[src/sv/scic_pkg.sv]
package scic_pkg;

  localparam int COORD_BITS_DEF = 16;
  localparam int RADIUS_W       = 15;
  localparam int HIT_W          = 2;

  localparam logic [HIT_W-1:0] HIT_NONE = 2'd0;
  localparam logic [HIT_W-1:0] HIT_ONE  = 2'd1;
  localparam logic [HIT_W-1:0] HIT_TWO  = 2'd2;

  // stage enables for the two-stage split multiplier
  typedef struct packed {
    logic pp_en;
    logic sum_en;
  } scic_mul_ctl_t;

endpackage

[src/sv/scic_wmul.sv]
module scic_wmul import scic_pkg::*; #(
  parameter int W = 2 * COORD_BITS_DEF + 2
) (
  input  logic            clk,
  input  scic_mul_ctl_t   ctl,
  input  logic [W-1:0]    op_a,
  input  logic [W-1:0]    op_b,
  output logic [2*W-1:0]  prod
);

  localparam int L  = (W + 1) / 2;
  localparam int H  = W - L;
  localparam int LL = 2 * L;
  localparam int LH = L + H;
  localparam int HH = 2 * H;
  localparam int PW = 2 * W;

  logic [L-1:0]  a_lo, b_lo;
  logic [H-1:0]  a_hi, b_hi;
  logic [LL-1:0] ll_r, ll_nxt;
  logic [LH-1:0] lh_r, lh_nxt, hl_r, hl_nxt;
  logic [HH-1:0] hh_r, hh_nxt;
  logic [PW-1:0] prod_r, prod_nxt;

  assign a_lo = op_a[L-1:0];
  assign a_hi = op_a[W-1:L];
  assign b_lo = op_b[L-1:0];
  assign b_hi = op_b[W-1:L];

  // partial products of the half words
  always_comb begin
    ll_nxt = LL'(a_lo) * LL'(b_lo);
    lh_nxt = LH'(a_lo) * LH'(b_hi);
    hl_nxt = LH'(a_hi) * LH'(b_lo);
    hh_nxt = HH'(a_hi) * HH'(b_hi);
  end

  always_comb begin
    prod_nxt = PW'(ll_r) + (PW'(lh_r) << L) + (PW'(hl_r) << L) + (PW'(hh_r) << LL);
  end

  always_ff @(posedge clk) begin
    if (ctl.pp_en) begin
      ll_r <= ll_nxt;
      lh_r <= lh_nxt;
      hl_r <= hl_nxt;
      hh_r <= hh_nxt;
    end
    if (ctl.sum_en) begin
      prod_r <= prod_nxt;
    end
  end

  assign prod = prod_r;

endmodule

[config.mk]
export PLATFORM = sky130hd
export DESIGN_NAME = scic_wmul
export DESIGN_NICKNAME = d
export VERILOG_FILES = /design/src/sv/scic_pkg.sv /design/src/sv/scic_wmul.sv
export SDC_FILE = /design/constraint.sdc
export NUM_CORES = 2
export LEC_CHECK = 0
export CAP_MARGIN = 0
export CORE_AREA = 2 2 327 329
export DETAILED_ROUTE_END_ITERATION = 16
export DIE_AREA = 0 0 329 331
export DONT_BUFFER_PORTS = 1
export PLACE_DENSITY = 0.63
export SYNTH_ARGS = -nofsm -noshare
export SYNTH_HDL_FRONTEND = slang
export SYNTH_SLANG_ARGS = --single-unit
[constraint.sdc]
create_clock -name clk -period 13.1 [get_ports clk]
set_clock_uncertainty 0.15 [all_clocks]
set_input_delay 0.655 -clock clk [delete_from_list [all_inputs] [get_ports clk]]
set_output_delay 0.655 -clock clk [all_outputs]
set_load 0.05 [all_outputs]
* Word level (Yosys, flattened, before mapping)
Index checks and enable logic that the tools add are counted.
Storage, ports and cells: word-level logic and storage cells 12, input bits 71, output and inout port bits 68, flip-flop bits (word level) 204
Cells by class: add/subtract/negate cells 3, multipliers 4
Operators with widths (number):
- multiplier 17 x 17 -> 34 bit | 4
- adder 53 x 68 -> 68 bit | 1
- adder 52 x 51 -> 53 bit | 1
- adder 34 x 51 -> 52 bit | 1

* Depth between registers and ports, before layout
depth after elaboration 3, gate-level depth with buffers 25, gate-level depth less buffers 23

* Worst setup path before layout
Ideal clock, no wire load.
kind in2reg, start point in op_a[14], end point reg lh_r[28], data pin, path slack 6.590 ns, stages 22, data arrival time 6.100 ns, required time 12.689 ns, setup time 0.261 ns, path buffers 2, cell sequence clkbuf_1 clkbuf_1 nand2_1 fa_1 fa_1 fa_1 inv_1 fa_1 fa_1 inv_1 fa_1 inv_1 ha_1 a21o_1 a21o_1 a21oi_1 o21ai_0 a41oi_1 a21oi_1 or2_1 a211o_1 xor2_1
On the way: cells in the longest elaborated chain, start to end 1
RTL lines:
- start, declared | line scic_wmul.sv:6 | input logic [W-1:0] op_a,
- multiplier 17 x 17 -> 34 bit | line scic_wmul.sv:33 | lh_nxt = LH'(a_lo) * LH'(b_hi);
- via lh_nxt[28] | line scic_wmul.sv:21 | logic [LH-1:0] lh_r, lh_nxt, hl_r, hl_nxt;
- end signal, assigned | line scic_wmul.sv:45 | lh_r <= lh_nxt;
- end, declared | line scic_wmul.sv:21
The timed path passes the listed nets, and every way through them passes these cells. A chain may end at the register's enable or synchronous reset.

* Worst setup path after layout
start point in op_a[27], end point reg hh_r[32], data pin
On the way: cells in the longest elaborated chain, start to end 1
RTL lines:
- multiplier 17 x 17 -> 34 bit | line scic_wmul.sv:35 | hh_nxt = HH'(a_hi) * HH'(b_hi);
- via hh_nxt[32] | line scic_wmul.sv:22 | logic [HH-1:0] hh_r, hh_nxt;
- end signal, assigned | line scic_wmul.sv:47 | hh_r <= hh_nxt;
- end, declared | line scic_wmul.sv:22
The timed path passes the listed nets, and every way through them passes these cells.

==> flow_summary.rst <==
.. list-table::
   :header-rows: 1

   * - Metric
     - Value
   * - Data required time of the worst path
     - approximately 13 ns
   * - Endpoint arrival time on the critical path
     - around 6.6 ns
   * - Number of cell rows
     - ~120
   * - Effective utilization at floorplan
     - 0.4481
   * - Die height
     - 331 µm
   * - Final hold viol count
     - 0
   * - Post-synthesis instance total
     - about 5.0k
   * - Clock net sink count
     - 204
   * - Number of enable flip-flop cells after synthesis
     - slightly above 200
   * - Status
     - completed
   * - Total setup violations reported at the end of the flow
     - 0
   * - Detailed-route DRC error count
     - 0
   * - Cell accounting for the most synthesized area
     - sky130_fd_sc_hd__fa_1
   * - Hold-fix buffers, CTS
     - 0
   * - Via density
     - around 5.3
   * - Synth Cell Area
     - 0.04704 mm²
   * - Overflow left after global routing
     - 0
   * - Largest cells by area after synthesis
     - sky130_fd_sc_hd__fa_1 40%, sky130_fd_sc_hd__edfxtp_1 13%, sky130_fd_sc_hd__ha_1 12%
   * - H-tree levels
     - 1
   * - Number of distinct library cell variants in the gate-level netlist after synthesis
     - 67
   * - Ys async rst share
     - 0
   * - Detailed placer's ending HPWL
     - slightly above 90 mm
   * - Core footprint
     - between 0.1 and 0.15 mm²
   * - Worst max-slew margin expressed relative to the limit
     - 0.4405
   * - Number of nets in the layout
     - roughly 6.3k
   * - Number of filler cells placed in the layout
     - around 10k
   * - Part of the cycle the worst path needs
     - 0.4869
   * - Floorplan die area
     - 0.1089 mm²
   * - Final Routed Wirelength
     - 120.9 mm
   * - Number of global-route vias before repair
     - 35.07k
   * - Number of DRC violations after detailed-routing iteration 0
     - 1858
   * - Crit path max fanout
     - 34
   * - Clock edge transition at the registers on the reported setup and hold paths
     - ~0.050 ns
   * - Die width
     - roughly 330 µm
   * - Total CTS buffers
     - 29
   * - Clk_lat worst skew
     - 0.63 ns
   * - Worst hold path class
     - input port to register
   * - Number of synthesized register bits
     - ~200
   * - Time the worst path needs with I/O delays and setup
     - around 6.4 ns
   * - Setup crit end kind
     - register
   * - Clock tree from TritonCTS
     - done
   * - Least-Margin Pin Slew
     - about 0.83 ns
   * - Detailed Routing Iterations Pass 1
     - 6
   * - Maximum clock rate
     - approximately 0.16 GHz
   * - Post-synthesis net count
     - about 6.5k
   * - Top-count cell post-synth
     - sky130_fd_sc_hd__inv_1
   * - Post-Route Hold Slack
     - 0.03919 ns
   * - Post-synth top flop
     - sky130_fd_sc_hd__edfxtp_1
   * - Routed via count
     - about 33k
   * - Max-slew violation count
     - 0
   * - Area Growth Syn to Fin
     - 3.806%
   * - Remaining number of nets flagged by the antenna check after routing
     - 0
   * - Total of warnings raised by yosys
     - 0
   * - Average cell area after synthesis
     - between 9 and 10 µm²
   * - Post-detailed-route wirelength per cell
     - 19.44 µm
   * - Yosys top cell area share
     - 0.3962
   * - Number of placed instances with taps included
     - roughly 6.2k
   * - Post-CTS Setup Repair Bufs
     - 0
   * - Maximum root-to-sink buffer count
     - 3
   * - MaxCap Viol Count
     - 0
   * - Top cells by count, synth
     - 1116 x sky130_fd_sc_hd__inv_1, 931 x sky130_fd_sc_hd__fa_1, 726 x sky130_fd_sc_hd__nand2_1
   * - Start-to-end type of the worst setup path
     - input port to register
   * - # port buffers
     - 0
   * - Kind of launch point of the worst setup path
     - input port
   * - Fraction of final layout cells with drive strength greater than 1
     - 0.01513
   * - Initial antenna violation count
     - 2
   * - Setup TNS
     - 0 ns
   * - GP Congestion
     - just under 0.9
   * - Post-CTS sizing
     - 0
   * - Final instance count without filler cells
     - between 6k and 7k
   * - Count of pins on the block boundary
     - between 100 and 150
   * - Sequential-to-total area share from yosys stat
     - 0.1302
   * - Global-route wire length before repair
     - about 200 mm
   * - Clock tree root driver cell
     - sky130_fd_sc_hd__clkbuf_16
   * - GRT Total Usage
     - 0.2303
   * - Pin count of the biggest net entering global routing
     - approximately 140
   * - Setup repair after global routing missed its margin
     - no
## flip-flops by register name, indices dropped and copies added, names as in the netlist
name and count:
prod 68, hh_r 34, hl_r 34, lh_r 34
ll_r 34
## through the flow
stage               area [µm²]    util  setup slack [ns]
floorplan                47040       -             6.590
global placement         47920  0.4565             6.250
detailed placement       47920  0.4565             6.129
CTS                      48830  0.4652             6.733
global route             48830  0.4652             6.516
finish                   48830  0.4652             6.722
## placed cells by master (no fill, tap or decap), drive strengths merged, types with 63 or more instances in the layout
cell    instances
xnor2         117
nand2         726
edfxtp        204
nor2           81
ha            466
inv          1121
a21o           83
a21oi         139
fa            931
and2          514
o21ai          63
## kinds of logic after synthesis
family                     Yosys count  share of synthesized area
buffers and inverters             1351                     0.1078
adders and majority gates         1397                     0.5202
DFF                                204                     0.1302
and+or+nand+nor                   1454                     0.1497
xor gates and xnor gates           155                    0.02886
muxes                                2                  0.0004256
AOI/OAI and AO/OA                  442                    0.06285
## per-layer routing
| metal | track usage | vias to the layer above | share of wire |
|---|---|---|---|
| li1 | - | 14700 | - |
| met1 | 0.3003 | 16950 | 0.41 |
| met2 | 0.3987 | 946 | 0.50 |
| met3 | 0.02807 | 186 | 0.053 |
| met4 | 0.07634 | 0 | 0.037 |
| met5 | 0 | - | 0 |
## layout make-up
class                   count  area, µm²  share of cell area
multi-input cells        3450      35840              0.7340
flip-flops and latches    204       6126              0.1255
repair buffers              3      22.52           0.0004612
inverters                1116       4189             0.08579
clock inverters            18      158.9            0.003254
diodes                      1      2.502          0.00005125
well taps                1391       1740             0.03564
clock buffers              35      748.2             0.01532
## critical path, stage by stage
cell                       delay (ns)
sky130_fd_sc_hd__and2_1          0.18
sky130_fd_sc_hd__fa_1            0.53
sky130_fd_sc_hd__inv_1           0.05
sky130_fd_sc_hd__fa_1            0.47
sky130_fd_sc_hd__fa_1            0.51
sky130_fd_sc_hd__inv_1           0.05
sky130_fd_sc_hd__fa_1            0.50
sky130_fd_sc_hd__fa_1            0.51
sky130_fd_sc_hd__inv_1           0.05
sky130_fd_sc_hd__fa_1            0.49
sky130_fd_sc_hd__inv_1           0.04
sky130_fd_sc_hd__ha_1            0.35
sky130_fd_sc_hd__and3_1          0.26
sky130_fd_sc_hd__and3_1          0.18
sky130_fd_sc_hd__o211ai_1        0.13
sky130_fd_sc_hd__a21boi_1        0.33
sky130_fd_sc_hd__a41oi_1         0.27
sky130_fd_sc_hd__o21ai_1         0.48
sky130_fd_sc_hd__a31oi_1         0.21
sky130_fd_sc_hd__o21ai_1         0.19
sky130_fd_sc_hd__xor2_1          0.09
## worst paths after layout
check | startpoint | endpoint | slack (ns) | depth (start not counted)
min | ctl[0] | prod[67] | 0.04 | 0
max reg2reg | ll_r[18] | prod[58] | 8.15 | 13
max | op_a[27] | hh_r[32] | 6.72 | 21
min reg2reg | ll_r[6] | prod[6] | 0.27 | 0
Power is left out: the tool's default activity adds up to more than one toggle a clock period on the data nets, which glitch-free logic cannot reach.
